`config.mk`:
```
export PLATFORM = sky130hd
export DESIGN_NAME = ddsf_scan
export DESIGN_NICKNAME = d
export VERILOG_FILES = /design/src/rtl/assert_macros.svh /design/src/rtl/ddsf_pkg.sv /design/src/rtl/ddsf_scan.sv
export SDC_FILE = /design/constraint.sdc
export NUM_CORES = 1
export LEC_CHECK = 0
export ABC_CLOCK_PERIOD_IN_PS = 2520
export BUFFER_PORTS_ARGS = -buffer_cell sky130_fd_sc_hd__buf_2
export CAP_MARGIN = 20
export CORE_UTILIZATION = 52
export DETAILED_ROUTE_END_ITERATION = 8
export HOLD_SLACK_MARGIN = 0.1
export PLACE_DENSITY = 0.81
export REMOVE_ABC_BUFFERS = 1
export SYNTH_ARGS = -nofsm -noshare
export SYNTH_HDL_FRONTEND = slang
export SYNTH_SLANG_ARGS = --single-unit
```
`constraint.sdc`:
```
create_clock -name clk -period 2.52 [get_ports clk]
set_input_delay 0.504 -clock clk [delete_from_list [all_inputs] [get_ports clk]]
set_output_delay 0.504 -clock clk [all_outputs]
set_load 0.05 [all_outputs]
```
`src/rtl/assert_macros.svh`:
```
// assertion macros used by the top level rtl file
`ifndef ASSERT_MACROS_SVH
`define ASSERT_MACROS_SVH

// property checked at every rising clk edge outside reset
`define ASSERT_CLK(label, prop, msg) \
	label: assert property (@(posedge clk) disable iff (!arst_n) (prop)) else $error(msg);

// condition that must never hold at a rising clk edge outside reset
`define ASSERT_NEVER(label, cond, msg) \
	`ASSERT_CLK(label, !(cond), msg)

`endif

```
`src/rtl/ddsf_pkg.sv`:
```
// types, constants and helpers of the dirty span flush encoder
package ddsf_pkg;

	// panel geometry
	localparam int PAGE_COUNT   = 8;
	localparam int COLUMN_COUNT = 128;
	localparam int STORE_DEPTH  = PAGE_COUNT * COLUMN_COUNT;
	localparam int ADDR_W       = $clog2(STORE_DEPTH);
	localparam int PAGE_W       = $clog2(PAGE_COUNT + 1);
	localparam int COL_W        = $clog2(COLUMN_COUNT);

	// field widths
	localparam int OPCODE_W   = 2;
	localparam int PAGE_IDX_W = 3;
	localparam int COL_IDX_W  = 7;
	localparam int BYTE_W     = 8;
	localparam int COUNT_W    = 11;
	localparam int OFFSET_W   = 4;

	// stream widths
	localparam int S_TDATA_W = 24;
	localparam int S_TUSER_W = 2;
	localparam int M_TDATA_W = 24;
	localparam int M_TUSER_W = 2;

	// opcodes
	localparam logic [OPCODE_W-1:0] OP_WRITE   = 2'd0;
	localparam logic [OPCODE_W-1:0] OP_FLUSH   = 2'd1;
	localparam logic [OPCODE_W-1:0] OP_REQUEST = 2'd2;

	// bus bytes
	localparam logic [BYTE_W-1:0] CTRL_CMD     = 8'h00;
	localparam logic [BYTE_W-1:0] CTRL_DATA    = 8'h40;
	localparam logic [BYTE_W-1:0] CMD_PAGE     = 8'hB0;
	localparam logic [BYTE_W-1:0] CMD_COL_HIGH = 8'h10;

	localparam logic [COUNT_W-1:0]  COUNT_MAX    = 11'h7FF;
	localparam logic [OFFSET_W-1:0] OFFSET_RESET = 4'd2;

	// one input beat
	typedef struct packed {
		logic [BYTE_W-1:0]     pixel_byte;
		logic [COL_IDX_W-1:0]  column_index;
		logic [PAGE_IDX_W-1:0] page_index;
		logic [OPCODE_W-1:0]   opcode;
	} in_beat_t;

	// one result beat
	typedef struct packed {
		logic [COUNT_W-1:0] span_bytes_total;
		logic               flush_done;
		logic               stop_flag;
		logic               restart_flag;
		logic [BYTE_W-1:0]  bus_byte;
	} word_t;

	// outcome of one page sweep
	typedef struct packed {
		logic             done;
		logic             found;
		logic [COL_W-1:0] low;
		logic [COL_W-1:0] high;
	} scan_res_t;

	// linear store address of a page and column
	function automatic logic [ADDR_W-1:0] store_addr(input logic [PAGE_W-1:0] page,
		input logic [COL_W-1:0] col);
		return ADDR_W'(int'(page) * COLUMN_COUNT + int'(col));
	endfunction

endpackage

```
`src/rtl/ddsf_scan.sv`:
```
// page sweep: finds lowest and highest column where frame and shadow differ
module ddsf_scan (
	input  logic                          clk,
	input  logic                          arst_n,
	input  logic                          start,
	output logic                          busy,
	output logic                          rd_en,
	output logic [ddsf_pkg::COL_W-1:0]    rd_col,
	input  logic [ddsf_pkg::BYTE_W-1:0]   frame_rdata,
	input  logic [ddsf_pkg::BYTE_W-1:0]   shadow_rdata,
	output ddsf_pkg::scan_res_t           res
);

	localparam logic [ddsf_pkg::COL_W-1:0] LAST_COL = ddsf_pkg::COL_W'(ddsf_pkg::COLUMN_COUNT - 1);

	logic                       active_q;
	logic [ddsf_pkg::COL_W-1:0] col_q;
	logic                       cmp_valid_s1;
	logic [ddsf_pkg::COL_W-1:0] cmp_col_s1;
	logic                       found_q;
	logic [ddsf_pkg::COL_W-1:0] low_q;
	logic [ddsf_pkg::COL_W-1:0] high_q;
	logic                       diff;

	// read issue and compare result
	always_comb begin
		rd_en     = active_q;
		rd_col    = col_q;
		busy      = active_q | cmp_valid_s1;
		diff      = frame_rdata != shadow_rdata;
		res.done  = cmp_valid_s1 && (cmp_col_s1 == LAST_COL);
		res.found = found_q | diff;
		res.low   = found_q ? low_q : cmp_col_s1;
		res.high  = diff ? cmp_col_s1 : high_q;
	end

	// column counter and compare stage control
	always_ff @(posedge clk or negedge arst_n) begin
		if (!arst_n) begin
			active_q     <= 1'b0;
			col_q        <= '0;
			cmp_valid_s1 <= 1'b0;
			found_q      <= 1'b0;
		end else begin
			cmp_valid_s1 <= active_q;
			if (start) begin
				active_q <= 1'b1;
				col_q    <= '0;
				found_q  <= 1'b0;
			end else begin
				if (active_q) begin
					col_q <= col_q + 1'b1;
					if (col_q == LAST_COL) begin
						active_q <= 1'b0;
					end
				end
				if (cmp_valid_s1 && diff) begin
					found_q <= 1'b1;
				end
			end
		end
	end

	// span bounds
	always_ff @(posedge clk) begin
		cmp_col_s1 <= col_q;
		if (cmp_valid_s1 && diff) begin
			if (!found_q) begin
				low_q <= cmp_col_s1;
			end
			high_q <= cmp_col_s1;
		end
	end

endmodule

```
## Word level (Yosys, flattened, before mapping)

Cells that the tools add are included.

| storage, ports and cells | value |
|---|---|
| flip-flop bits (word level) | 31 |
| bits of input ports | 19 |
| output and inout bits | 25 |
| word-level logic and storage cells | 26 |

| cells by class | value |
|---|---|
| add/subtract/negate cells | 1 |
| eq/ne operators | 3 |
| muxes and demuxes | 9 |
| bitwise logic cells | 2 |
| reduce and logical (&&, ||, !) cells | 4 |

Operators by type and width:

| kind | number |
|---|---|
| 7-bit 2-to-1 mux | 4 |
| 7-bit == test, second input constant | 2 |
| 8-bit inequality test | 1 |
| 7-bit by 1-bit adder with 7-bit output, second input constant | 1 |
| 1-bit 2-to-1 mux | 5 |
| 2-bit nonzero test | 2 |
| 1-bit logical AND | 2 |
| 1-bit bitwise OR | 2 |

## Longest topological paths before layout

| logic depth | value |
|---|---|
| word-level depth | 4 |
| gate-level depth with buffers | 5 |
| gate-level depth less buffers | 5 |

## Least setup slack after synthesis

Ideal clock, no wire load.

| timing path | value |
|---|---|
| path kind | input-to-output |
| start point | input shadow_rdata[6] (netlist name) |
| end point | output res[0] (netlist name) |
| data arrival time | 1500 ps |
| data required time | 2016 ps |
| path slack | 516 ps |
| stages on the path | 4 |
| buffers on the path | 0 |
| path through | xnor2_1 -> nand4_1 -> nor2_4 -> mux2_2 |

RTL lines:

| item | line | RTL |
|---|---|---|
| start: declaration | ddsf_scan.sv:10 | `input logic [ddsf_pkg::BYTE_W-1:0] shadow_rdata,` |
| end: declaration | ddsf_scan.sv:11 | `output ddsf_pkg::scan_res_t res` |

==> flow_metrics.tcl <==
set metrics [dict create \
    outcome "complete, no violations" \
    fin_crit_sh_pct 91.8 \
    r2r_end "rd_col[5]$_DFFE_PN0P_" \
    htree_levels 2 \
    drive_gt1_share_pct 46.1 \
    rsz0062_at_grt "no" \
    hp-class "reg2reg" \
    port_buffers 43 \
    gp_congestion 0.702 \
    worstRegToRegCells 3 \
    synth_top_cells_by_area "edfxtp_1, dfrtp_1, mux2_2" \
    finalHoldViolations 0 \
    dieArea_mm2 0.00265 \
    grt_pass1_vias 857 \
    core_area_mm2 0.00225 \
    min_from "rd_col[6]$_DFFE_PN0P_" \
    wirelength_mm 2.30 \
    synth.avg_cell_area_um2 13.8 \
    ys_warn_count 0 \
    clock-sinks 31 \
    path_max_fanout 8 \
    synthCells 92 \
    timing.fmax_ghz 0.432 \
    vias 871 \
    p_per_area_mw_per_mm2 607 \
    synth_top_area_share_pct 33.0 \
    grt_pass1_wl_mm 3.73 \
    num_rows 17 \
    initial_utilization_pct 56.4 \
    firstDrtPassIters 4 \
    dr.first_iter.drc_count 8 \
    dp_hpwl_mm 1.71 \
    cts.repair.resized 0 \
    drc 0 \
    dieHeight_um 51.5 \
    wire_per_inst_um 13.6 \
    top_layer "met4" \
    end_kind "primary output" \
    path_class "in2out" \
    antenna_cells 0 \
    whs_path_depth 0 \
    final_nets 160 \
    ys_seq_area_share_pct 63.7 \
    maxSlewHeadroom_pct 62.7 \
    vias_per_cell 5.15 \
    tns_ns 0 \
    ioPinCount 44 \
    holdPathEnd "cmp_col_s1[6]$_DFF_P_" \
    worstPathArrival_ns 1.81 \
    start_kind "input pin" \
    fin_worst_skew_ns 0.00786 \
    yosys.area.top_type "edfxtp_1" \
    cp_data_required_time_ns 2.02 \
    p_leak_nw 0.736 \
    wl_met2_mm 1.14 \
    synth-seq-cells 31 \
    post-route-min-period_ns 2.31 \
    antenna_found_initial 0 \
    cts_max_path_buffers 2 \
    slew_violations 0 \
    ys_types 21 \
    die_x_um 51.5 \
    cts-buffers-inserted 5 \
    r2r_start "rd_en$_DFF_PN0_" \
    tritoncts "built" \
    area_growth_syn_to_layout_pct 23.4 \
    clk_pin_slew_worst_paths_ns 0.09 \
    root_buffer "clkbuf_4" \
    drv_cap 0 \
    setup_viol 0 \
    met3_length_um 114 \
    gr-total-overflow 0 \
    met1_length_mm 1.03 \
    layout_setup_ws_ns 0.207 \
    r2r_slack_ns 1.18 \
    clock_latency_ns 0.32 \
    syn_area_mm2 0.00127 \
    ant_nets 0 \
    grt_max_degree 15 \
    ir_worst_vdd_mv 0.412 \
    preCtsSetupSlack_ns 0.219 \
    track_usage_pct 20.1 \
    worst_pin_slew_ns 0.558 \
    hold_slack_ns 0.445 \
]
==> where the power goes <==
| group | switching (W) | leakage (nW) | internal [W] |
|---|---|---|---|
| Combinational | 0.0000844 | 0.359 | 0.0000445 |
| Sequential | 0.0000158 | 0.350 | 0.000548 |
| Clock | 0.000159 | 0.0263 | 0.000102 |
| Total | 0.000259 | 0.736 | 0.000694 |
==> flip-flops by register name (all words and copies together), names as in the netlist <==
signal / cells
rd_col: 7
rd_en: 1
cmp_valid_s1: 1
found_q: 1
cmp_col_s1: 7
high_q: 7
low_q: 7
==> repair_timing <==
action	CTS	global route
hold endpoints to repair	10	0
buffers inserted	0	0
hold buffers	1	0
==> cells in the mapped netlist (all sizes together) <==
cell and number:
or3 1, nor2 8, mux2i 1, a21oi 2, a21o 1, nand4 8
and3 1, inv 2, xnor2 9, o21ai 2, xor2 4, or2 1
dfrtp 10, ha 1, clkbuf 2, dfxtp 7, buf 1, mux2 14
edfxtp 14, nand2 3
==> worst max-delay path, cell delays in order <==
cell     delay, ns
buf_2         0.10
xnor2_1       0.16
nand4_1       0.19
nor2_4        0.26
mux2_2        0.37
buf_2         0.21
==> cells by family (layout without fill, tap and decap cells) <==
group	count (synthesis)	count (layout)	synth area share (%)
muxes	15	15	13.2
adders and majority gates	1	1	0.983
AOI/OAI and AO/OA	5	5	2.16
buffers and inverters	5	54	1.77
xor gates and xnor gates	13	13	8.95
and+or+nand+nor	22	22	9.24
DFF	31	31	63.7
==> metal layers <==
| metal | up-vias | global-route usage (%) |
|---|---|---|
| met1 | 413 | 22.8 |
| met5 | - | 0 |
| met4 | 0 | 7.21 |
| met2 | 28 | 34.4 |
| met3 | 3 | 7.44 |
| li1 | 427 | - |
==> cells in the final DEF, fill, tap and decap left out <==
cell type	synthesis	layout
nor2_4	1	1
ha_1	1	1
xnor2_1	9	9
clkinv_1	0	2
dfrtp_1	10	10
inv_1	2	2
o21ai_0	2	2
a21o_1	1	1
or2_2	1	1
a21oi_1	2	2
clkbuf_4	0	5
nand2_1	3	3
dfxtp_1	7	7
and3_1	1	1
mux2i_1	1	1
buf_2	0	43
clkinvlp_4	0	1
edfxtp_1	14	14
or3_1	1	1
nand4_1	8	8
dlygate4sd3_1	0	1
mux2_2	14	14
nor2_1	7	7
xor2_1	4	4
==> worst max path at each step <==
stage	startpoint	end	slack, ns	cells after the start
4_1_cts	shadow_rdata[4]	res[3]	0.21	6
2_1_floorplan	shadow_rdata[6]	res[0]	0.52	4
3_3_place_gp	shadow_rdata[6]	res[6]	0.24	6
3_5_place_dp	shadow_rdata[4]	res[3]	0.22	6
5_1_grt	shadow_rdata[6]	res[2]	0.13	6
6_report	shadow_rdata[1]	res[3]	0.21	6
==> area by class of cell <==
type / count / area (um^2)
clock buffers: 5 / 37.5
multi-input cells: 56 / 439
well taps: 28 / 35.0
inverters: 2 / 7.51
flip-flops and latches: 31 / 811
clock inverters: 3 / 15.0
fillers: 183 / 684
repair buffers: 44 / 225
==> per-stage QoR <==
stage / utilization [%] / total power (W) / cells / cell area, um^2
finish: 69.6 / 0.000954 / 169 / 1570
global route: 69.6 / 0.000987 / 169 / 1570
CTS: 69.6 / 0.000961 / 169 / 1570
detailed placement: 66.9 / 0.000704 / 160 / 1510
global placement: 66.9 / 0.000699 / 160 / 1510
floorplan: - / 0.000660 / 89 / 1260
No activity file was read; power rests on OpenSTA's default activity.
