$ cat src/rtl/assert_macros.svh
// assertion macros used by the top level rtl file
`ifndef ASSERT_MACROS_SVH
`define ASSERT_MACROS_SVH

// property checked at every rising clk edge outside reset
`define ASSERT_CLK(label, prop, msg) \
	label: assert property (@(posedge clk) disable iff (!arst_n) (prop)) else $error(msg);

// condition that must never hold at a rising clk edge outside reset
`define ASSERT_NEVER(label, cond, msg) \
	`ASSERT_CLK(label, !(cond), msg)

`endif

$ cat src/rtl/ddsf_pkg.sv
// types, constants and helpers of the dirty span flush encoder
package ddsf_pkg;

	// panel geometry
	localparam int PAGE_COUNT   = 8;
	localparam int COLUMN_COUNT = 128;
	localparam int STORE_DEPTH  = PAGE_COUNT * COLUMN_COUNT;
	localparam int ADDR_W       = $clog2(STORE_DEPTH);
	localparam int PAGE_W       = $clog2(PAGE_COUNT + 1);
	localparam int COL_W        = $clog2(COLUMN_COUNT);

	// field widths
	localparam int OPCODE_W   = 2;
	localparam int PAGE_IDX_W = 3;
	localparam int COL_IDX_W  = 7;
	localparam int BYTE_W     = 8;
	localparam int COUNT_W    = 11;
	localparam int OFFSET_W   = 4;

	// stream widths
	localparam int S_TDATA_W = 24;
	localparam int S_TUSER_W = 2;
	localparam int M_TDATA_W = 24;
	localparam int M_TUSER_W = 2;

	// opcodes
	localparam logic [OPCODE_W-1:0] OP_WRITE   = 2'd0;
	localparam logic [OPCODE_W-1:0] OP_FLUSH   = 2'd1;
	localparam logic [OPCODE_W-1:0] OP_REQUEST = 2'd2;

	// bus bytes
	localparam logic [BYTE_W-1:0] CTRL_CMD     = 8'h00;
	localparam logic [BYTE_W-1:0] CTRL_DATA    = 8'h40;
	localparam logic [BYTE_W-1:0] CMD_PAGE     = 8'hB0;
	localparam logic [BYTE_W-1:0] CMD_COL_HIGH = 8'h10;

	localparam logic [COUNT_W-1:0]  COUNT_MAX    = 11'h7FF;
	localparam logic [OFFSET_W-1:0] OFFSET_RESET = 4'd2;

	// one input beat
	typedef struct packed {
		logic [BYTE_W-1:0]     pixel_byte;
		logic [COL_IDX_W-1:0]  column_index;
		logic [PAGE_IDX_W-1:0] page_index;
		logic [OPCODE_W-1:0]   opcode;
	} in_beat_t;

	// one result beat
	typedef struct packed {
		logic [COUNT_W-1:0] span_bytes_total;
		logic               flush_done;
		logic               stop_flag;
		logic               restart_flag;
		logic [BYTE_W-1:0]  bus_byte;
	} word_t;

	// outcome of one page sweep
	typedef struct packed {
		logic             done;
		logic             found;
		logic [COL_W-1:0] low;
		logic [COL_W-1:0] high;
	} scan_res_t;

	// linear store address of a page and column
	function automatic logic [ADDR_W-1:0] store_addr(input logic [PAGE_W-1:0] page,
		input logic [COL_W-1:0] col);
		return ADDR_W'(int'(page) * COLUMN_COUNT + int'(col));
	endfunction

endpackage

$ cat src/rtl/ddsf_ctrl.sv
// flush sequencer: store accesses, word generation and shadow update
module ddsf_ctrl (
	input  logic                           clk,
	input  logic                           arst_n,
	input  logic                           in_valid,
	output logic                           in_ready,
	input  ddsf_pkg::in_beat_t             in_beat,
	input  logic                           out_free,
	output logic                           out_load,
	output ddsf_pkg::word_t                out_word,
	input  logic [ddsf_pkg::OFFSET_W-1:0]  column_offset,
	output logic                           scan_start,
	input  logic                           scan_busy,
	input  logic [ddsf_pkg::COL_W-1:0]     scan_col,
	input  ddsf_pkg::scan_res_t            scan_res,
	output logic                           frame_we,
	output logic [ddsf_pkg::ADDR_W-1:0]    frame_waddr,
	output logic [ddsf_pkg::BYTE_W-1:0]    frame_wdata,
	output logic                           frame_re,
	output logic [ddsf_pkg::ADDR_W-1:0]    store_raddr,
	input  logic [ddsf_pkg::BYTE_W-1:0]    frame_rdata,
	output logic                           shadow_we,
	output logic [ddsf_pkg::ADDR_W-1:0]    shadow_waddr,
	output logic [ddsf_pkg::BYTE_W-1:0]    shadow_wdata,
	output logic                           shadow_re
);

	typedef enum logic [2:0] {
		ST_CLEAR,
		ST_IDLE,
		ST_WORD,
		ST_FETCH,
		ST_SCAN
	} state_t;

	typedef enum logic [2:0] {
		PH_PAGE_CTRL,
		PH_PAGE_CMD,
		PH_LOW_CTRL,
		PH_LOW_CMD,
		PH_HIGH_CTRL,
		PH_HIGH_CMD,
		PH_DATA_CTRL,
		PH_SPAN
	} phase_t;

	localparam logic [ddsf_pkg::PAGE_W-1:0] PAGE_END  = ddsf_pkg::PAGE_W'(ddsf_pkg::PAGE_COUNT);
	localparam logic [ddsf_pkg::ADDR_W-1:0] ADDR_LAST = ddsf_pkg::ADDR_W'(ddsf_pkg::STORE_DEPTH - 1);

	state_t                          state_q;
	phase_t                          phase_q;
	logic [ddsf_pkg::ADDR_W-1:0]     clear_addr_q;
	logic [ddsf_pkg::PAGE_W-1:0]     page_q;
	logic [ddsf_pkg::COL_W-1:0]      span_low_q;
	logic [ddsf_pkg::COL_W-1:0]      span_high_q;
	logic [ddsf_pkg::COL_W-1:0]      emit_col_q;
	logic                            flushing_q;
	logic [ddsf_pkg::COUNT_W-1:0]    sent_q;

	logic                            accept;
	logic                            page_live;
	logic                            span_phase;
	logic                            span_last;
	logic                            write_ok;
	logic [ddsf_pkg::PAGE_W-1:0]     next_page;
	logic [ddsf_pkg::BYTE_W-1:0]     col_sum;
	logic [ddsf_pkg::ADDR_W-1:0]     write_addr;

	// handshake and flush status
	always_comb begin
		in_ready   = state_q == ST_IDLE;
		accept     = in_valid && in_ready;
		page_live  = flushing_q && (page_q < PAGE_END);
		span_phase = page_live && (phase_q == PH_SPAN);
		span_last  = emit_col_q >= span_high_q;
		next_page  = page_q + 1'b1;
		col_sum    = ddsf_pkg::BYTE_W'(column_offset) + ddsf_pkg::BYTE_W'(span_low_q);
		write_ok   = !flushing_q && (int'(in_beat.page_index) < ddsf_pkg::PAGE_COUNT)
			&& (int'(in_beat.column_index) < ddsf_pkg::COLUMN_COUNT);
		write_addr = ddsf_pkg::store_addr(ddsf_pkg::PAGE_W'(in_beat.page_index),
			in_beat.column_index[ddsf_pkg::COL_W-1:0]);
	end

	// result word for the current phase
	always_comb begin
		out_word = '0;
		if (!page_live) begin
			out_word.flush_done       = 1'b1;
			out_word.span_bytes_total = sent_q;
		end else begin
			case (phase_q) inside
				PH_PAGE_CTRL, PH_LOW_CTRL, PH_HIGH_CTRL: begin
					out_word.bus_byte     = ddsf_pkg::CTRL_CMD;
					out_word.restart_flag = 1'b1;
				end
				PH_PAGE_CMD: begin
					out_word.bus_byte  = ddsf_pkg::CMD_PAGE | ddsf_pkg::BYTE_W'(page_q);
					out_word.stop_flag = 1'b1;
				end
				PH_LOW_CMD: begin
					out_word.bus_byte  = ddsf_pkg::BYTE_W'(col_sum[3:0]);
					out_word.stop_flag = 1'b1;
				end
				PH_HIGH_CMD: begin
					out_word.bus_byte  = ddsf_pkg::CMD_COL_HIGH | ddsf_pkg::BYTE_W'(col_sum[7:4]);
					out_word.stop_flag = 1'b1;
				end
				PH_DATA_CTRL: begin
					out_word.bus_byte     = ddsf_pkg::CTRL_DATA;
					out_word.restart_flag = 1'b1;
				end
				default: begin
					out_word.bus_byte  = frame_rdata;
					out_word.stop_flag = span_last;
				end
			endcase
		end
		out_load = out_free && ((state_q == ST_FETCH) || ((state_q == ST_WORD) && !span_phase));
	end

	// store port drivers
	always_comb begin
		frame_we     = (state_q == ST_CLEAR)
			|| (accept && (in_beat.opcode == ddsf_pkg::OP_WRITE) && write_ok);
		frame_waddr  = (state_q == ST_CLEAR) ? clear_addr_q : write_addr;
		frame_wdata  = (state_q == ST_CLEAR) ? '0 : in_beat.pixel_byte;
		scan_start   = (state_q == ST_SCAN) && !scan_busy;
		shadow_re    = (state_q == ST_SCAN) && !scan_start;
		frame_re     = shadow_re || ((state_q == ST_WORD) && span_phase);
		store_raddr  = ddsf_pkg::store_addr(page_q, (state_q == ST_SCAN) ? scan_col : emit_col_q);
		shadow_we    = (state_q == ST_CLEAR) || ((state_q == ST_FETCH) && out_free);
		shadow_waddr = (state_q == ST_CLEAR) ? clear_addr_q
			: ddsf_pkg::store_addr(page_q, emit_col_q);
		shadow_wdata = (state_q == ST_CLEAR) ? '0 : frame_rdata;
	end

	// sequencer state
	always_ff @(posedge clk or negedge arst_n) begin
		if (!arst_n) begin
			state_q      <= ST_CLEAR;
			phase_q      <= PH_PAGE_CTRL;
			clear_addr_q <= '0;
			page_q       <= '0;
			span_low_q   <= '0;
			span_high_q  <= '0;
			emit_col_q   <= '0;
			flushing_q   <= 1'b0;
			sent_q       <= '0;
		end else begin
			unique case (state_q)
				ST_CLEAR: begin
					clear_addr_q <= clear_addr_q + 1'b1;
					if (clear_addr_q == ADDR_LAST) begin
						state_q <= ST_IDLE;
					end
				end
				ST_IDLE: begin
					if (accept) begin
						unique case (in_beat.opcode)
							ddsf_pkg::OP_FLUSH: begin
								if (!flushing_q) begin
									flushing_q <= 1'b1;
									sent_q     <= '0;
									page_q     <= '0;
									state_q    <= ST_SCAN;
								end
							end
							ddsf_pkg::OP_REQUEST: begin
								state_q <= ST_WORD;
							end
							default: begin
							end
						endcase
					end
				end
				ST_WORD: begin
					if (span_phase) begin
						state_q <= ST_FETCH;
					end else if (out_free) begin
						if (!page_live) begin
							flushing_q <= 1'b0;
						end else begin
							phase_q <= phase_t'(phase_q + 1'b1);
							if (phase_q == PH_DATA_CTRL) begin
								emit_col_q <= span_low_q;
							end
						end
						state_q <= ST_IDLE;
					end
				end
				ST_FETCH: begin
					if (out_free) begin
						if (sent_q != ddsf_pkg::COUNT_MAX) begin
							sent_q <= sent_q + 1'b1;
						end
						if (span_last) begin
							page_q  <= next_page;
							state_q <= (next_page == PAGE_END) ? ST_IDLE : ST_SCAN;
						end else begin
							emit_col_q <= emit_col_q + 1'b1;
							state_q    <= ST_IDLE;
						end
					end
				end
				ST_SCAN: begin
					if (scan_res.done) begin
						if (scan_res.found) begin
							span_low_q  <= scan_res.low;
							span_high_q <= scan_res.high;
							emit_col_q  <= scan_res.low;
							phase_q     <= PH_PAGE_CTRL;
							state_q     <= ST_IDLE;
						end else begin
							page_q <= next_page;
							if (next_page == PAGE_END) begin
								state_q <= ST_IDLE;
							end
						end
					end
				end
				default: begin
					state_q <= ST_IDLE;
				end
			endcase
		end
	end

endmodule
$ cat config.mk
export PLATFORM = sky130hd
export DESIGN_NAME = ddsf_ctrl
export DESIGN_NICKNAME = d
export VERILOG_FILES = /design/src/rtl/assert_macros.svh /design/src/rtl/ddsf_pkg.sv /design/src/rtl/ddsf_ctrl.sv
export SDC_FILE = /design/constraint.sdc
export NUM_CORES = 1
export LEC_CHECK = 0
export BUFFER_PORTS_ARGS = -buffer_cell sky130_fd_sc_hd__buf_2
export CORE_AREA = 2 2 76 114
export CTS_BUF_LIST = sky130_fd_sc_hd__clkbuf_8
export DETAILED_ROUTE_END_ITERATION = 10
export DIE_AREA = 0 0 78 116
export GPL_TIMING_DRIVEN = 0
export PLACE_DENSITY_LB_ADDON = 0.12
export SLEW_MARGIN = 20
export SYNTH_ARGS = -nofsm -noshare
export SYNTH_HDL_FRONTEND = slang
export SYNTH_SLANG_ARGS = --single-unit
$ cat constraint.sdc
create_clock -name clk -period 3.85 [get_ports clk]
set_clock_uncertainty 0.05 [all_clocks]
set_input_delay 0.9625 -clock clk [delete_from_list [all_inputs] [get_ports clk]]
set_output_delay 0.9625 -clock clk [all_outputs]
set_load 0.005 [all_outputs]
# After elaboration in Yosys (flattened, before gate mapping)
# Index checks and enable logic that the tools add are counted.
# W data, S select, Z words.
word_totals:
  rom_bits: 0
  out_inout_bits: 75
  memories: 0
  register_bits: 53
  in_bits: 60
  latchBits: 0
  ram_bits: 0
op_classes:
  n_div: 0
  bitwise_logic: 0
  order_cmp: 2
  n_mux: 70
  addsub: 9
  reduce_logical: 35
  n_mul: 0
  eq_ne: 36
  shift: 0
ops:
  columns: ["op", "n"]
  rows:
  - ["$mux W7", 9]
  - ["$mux W8", 7]
  - ["$mux W11", 5]
  - ["$mux W3", 16]
  - ["$add A10 B7 Y10", 3]
  - ["$mux W10", 3]
  - ["$mux W4", 7]
  - ["$ne A2 B2 Y1 const B", 12]
  - ["$pmux W11 S2", 1]
  - ["$pmux W7 S3", 1]
  - ["$reduce_and A6 Y1", 3]
  - ["$reduce_and A8 Y1", 2]
  - ["$eq A3 B3 Y1 const B", 5]
  - ["$mux W1", 15]
  - ["$pmux W3 S5", 1]
  - ["$eq A3 B2 Y1 const B", 4]
  - ["$mux W12", 1]
  - ["$pmux W3 S2", 2]
  - ["$pmux W4 S3", 1]
  - ["$add A11 B1 Y11 const B", 1]
  - ["$logic_and A1 B1 Y1", 11]
  - ["$ne A11 B11 Y1 const B", 1]
  - ["$add A10 B1 Y10 const B", 1]
  - ["$eq A10 B10 Y1 const B", 1]
  - ["other kinds (24)", 39]

# Longest topological paths before layout
logic_depth:
  depth_word: 7
  ltp_mapped: 8
  depth_no_buf: 8

# Least setup slack after synthesis
# OpenSTA, ideal clock, no wires.
synth_timing:
  kind: "input to output"
  from: "input column_offset[0] (netlist bit)"
  to: "output out_word[2] (netlist bit)"
  arrival_time_ps: 2383
  required_time_ps: 2838
  path_buffers: 0
  path_slack_ps: 455
  path_stages: 8
  cell_sequence: "ha_1 inv_1 fa_1 nor2b_1 o21ai_0 a21oi_1 mux2_2 a21oi_1"
synth_rtl:
  columns: ["item", "line_no", "rtl"]
  rows:
  - ["start, declared", "ddsf_ctrl.sv:11", "input logic [ddsf_pkg::OFFSET_W-1:0] column_offset,"]
  - ["end, declared", "ddsf_ctrl.sv:10", "output ddsf_pkg::word_t out_word,"]

==> results.toml <==
[placement]
port_buffers = 134
placed_cells = 761
place_ws_ns = 0.152
place.gp.congestion = 0.907
dp_hpwl_mm = 9.35

[global_route]
grt_overflow_total = 0
grt.total_usage_pct = 25.6
antenna_found_initial = 0
grt_pass1_vias = 3927
grt_max_degree = 54
grt_first_pass_wirelength_mm = 18.4

[yosys]
synth_fp_nets = 605
syn-instance-count = 522
synth-compound-area-share_pct = 17.0
synth_flop_cell = "dfrtp_1"
yosys-top-cells-area = "dfrtp_1 32%, nand2_1 10%, ha_1 6.6%"
synth_fa_ha_area_share_pct = 7.12
synth_cell_types = 66
synth_top_cell_by_area = "dfrtp_1"
ys_warn_count = 0
synthSimpleGateAreaFrac_pct = 29.5
netlist_area_mm2 = 0.00415
synth_top_family_by_area = "simple AND/OR/NAND/NOR gates"
ys_seq_elements = 53
postSynth.asyncResetShare_pct = 100
synth_common_cells = "112 x nand2_1, 53 x dfrtp_1, 36 x nor2_1"
synth.most_common_cell = "nand2_1"
muxShareOfSynthArea_pct = 4.59
synth_top_area_share_pct = 32.0
synth_edf_count = 0
syn_avg_cell_area_um2 = 7.94
ys_seq_area_share_pct = 32.0
synth_xor_area_share_pct = 4.44

[drt]
drc = 0
wirelength_mm = 11.7
wl_per_cell_um = 15.2
avgViaCountPerCell = 5.47
detail-route-antenna-nets = 0
num_vias = 4207
drt_iter0_markers = 258
dr.pass1.iters = 5

[critical_path]
rrSetupSlack_ns = 1.07
startpoint = "column_offset[0]"
r2r_start = "emit_col_q[0]$_DFFE_PN0P_"
cp_common_cell = "buf_2"
path_class = "input port to output port"
critPathMaxStageDelay_ns = 0.40
worstPathMaxFanout = 2
endpoint_kind = "output port"
crit_chain = "buf_2 > ha_1 > inv_1 > fa_2 > nor2b_1 > o21ai_0 > nand2_1 > xnor2_1 > a2111oi_0 > buf_2"
critPathSlowestCell = "a2111oi_0"
worstPathArrival_ns = 2.65
start_kind = "input port"
worstPathRequired_ns = 2.84

[power_and_ir_drop]
combPwrFrac_pct = 53.8
p_per_area_mw_per_mm2 = 556
pwr-share-clk_pct = 13.9
seq_power_share_pct = 32.3
ir_drop_uv = 311
p_sw_share_pct = 43.8
switching_power_mw = 1.23
power.internal_mw = 1.58
p_leak_nw = 2.57

[cts]
clk_pin_slew_ns = 0.10
cts_buffers = 5
clk_latency_ns = 0.32
htree_levels = 2
cts_buffer_depth = 2
ctsHoldBuffers = 0
cts_sinks = 53
root_buffer = "clkbuf_8"
tritoncts = "done"

[finish]
drive_above_1_share_pct = 27.1
diodes = 0
fill_cells = 759
finish.utilization_pct = 63.2
multi_input_area_mm2 = 0.00260
nets = 746
finalNonFillerCells = 769
regArea_mm2 = 0.00133
area_delta_synth_final_pct = 22.2

[hold_path]
hold_start = "clear_addr_q[9]$_DFFE_PN0P_"
holdCritPathClass = "flop to flop"

[sta]
fin_setup_tns_ns = 0
setup_ws_ns = 0.192
report.final.slew_viol_count = 0
fmax_mhz = 273
rsz0062_at_grt = "no"
finalCritPeriodShare_pct = 95.0
maxSlewHeadroom_pct = 43.9
finalCriticalPeriod_ns = 3.66
setup_viol = 0
hold_viol_final = 0
worstMarginPinSlew_ns = 0.834

[die]
ios = 135
die_height_um = 116
core_area_mm2 = 0.00801
dieArea_mm2 = 0.00905
fp-row-count = 40
start_util_pct = 51.8
die_x_um = 78

[run_status]
status = "finished clean"

[job]
maxCapViolCount = 0
==> power groups by stage <==
stage	Combinational (mW)	Clock [mW]	Sequential, mW
detailed placement	1.52	0	0.917
floorplan	0.993	0	0.858
global route	1.71	0.421	0.935
finish	1.51	0.390	0.910
CTS	1.53	0.403	0.908
global placement	1.48	0	0.910
==> cell usage in the layout, fill, tap and decap left out, types with 3 or more instances in the layout <==
cell type	instances
xor2_1	8
o31ai_1	7
inv_1	23
a211oi_1	4
o41ai_1	3
o21ai_0	28
or3b_2	3
or4_1	3
or2_2	3
buf_2	136
or3_1	3
buf_4	4
xnor2_1	13
nor4_1	7
clkbuf_8	5
nand3_1	13
nor2_1	36
a31oi_1	4
clkbuf_1	18
a21o_1	5
mux2_2	14
a21oi_1	21
nand4_1	6
dfrtp_1	53
and2_1	29
nor3_1	11
nor2b_1	9
a22oi_1	5
nand2b_1	7
ha_1	22
nand2_1	112
==> kinds of logic (layout without fill, tap and decap cells) <==
logic type | after synthesis | count (layout)
AO/OA/AOI/OAI | 104 | 104
XOR/XNOR | 21 | 21
adder cells (fa/ha/maj) | 23 | 23
buffers and inverters | 52 | 194
flip-flops | 53 | 53
multiplexers | 17 | 17
AND/OR/NAND/NOR | 252 | 252
==> metrics by stage <==
step / total power, mW / cell area [um^2] / hold WS, ns
after global placement: 2.39 / 4950 / 0.445
final: 2.81 / 5060 / 0.473
after CTS: 2.84 / 5060 / 0.479
after floorplan: 1.85 / 4150 / 0.413
after global routing: 3.07 / 5060 / 0.491
after detailed placement: 2.44 / 4950 / 0.456
==> layer usage <==
layer	wire, um	up-vias	GRT usage (%)
met2	6310	117	46.4
li1	-	2085	-
met4	340	0	10.6
met3	516	27	3.89
met5	0	-	0
met1	4480	1978	30.2
==> final timing paths <==
check | end | cells past startpoint
setup / recovery | out_word[0] | 10
hold reg to reg | clear_addr_q[9]$_DFFE_PN0P_ | 1
hold / removal | clear_addr_q[9]$_DFFE_PN0P_ | 1
max in group asynchronous | span_low_q[4]$_DFFE_PN0P_ | 1
min in group asynchronous | sent_q[9]$_DFFE_PN0P_ | 1
setup reg to reg | emit_col_q[2]$_DFFE_PN0P_ | 7
==> flip-flops by register name (all words and copies together) (netlist names) <==
| signal | flops |
|---|---|
| sent_q | 11 |
| emit_col_q | 7 |
| span_high_q | 7 |
| page_q | 4 |
| phase_q | 3 |
| span_low_q | 7 |
| state_q | 3 |
| clear_addr_q | 10 |
| flushing_q | 1 |
==> critical path, delay by kind of cell <==
kind / cells / cell delay (ns)
compound gates: 2 / 0.63
fa+ha+maj: 2 / 0.40
buf+inv: 3 / 0.37
xor+xnor: 1 / 0.13
simple gates: 2 / 0.14
==> layout make-up <==
cell class	instances	share of cell area (%)
plain buffers	29	2.64
inverters	23	1.70
flip-flops and latches	53	26.2
well taps	105	2.59
multi-input cells	417	51.4
clock inverters	3	0.865
clock buffers	5	1.36
repair buffers	134	13.3
==> timing repair <==
action,CTS,global route
gates resized for setup,0,1
endpoints found under the setup margin,0,1
setup buffers,0,0
No activity file was read; power rests on OpenSTA's default activity.
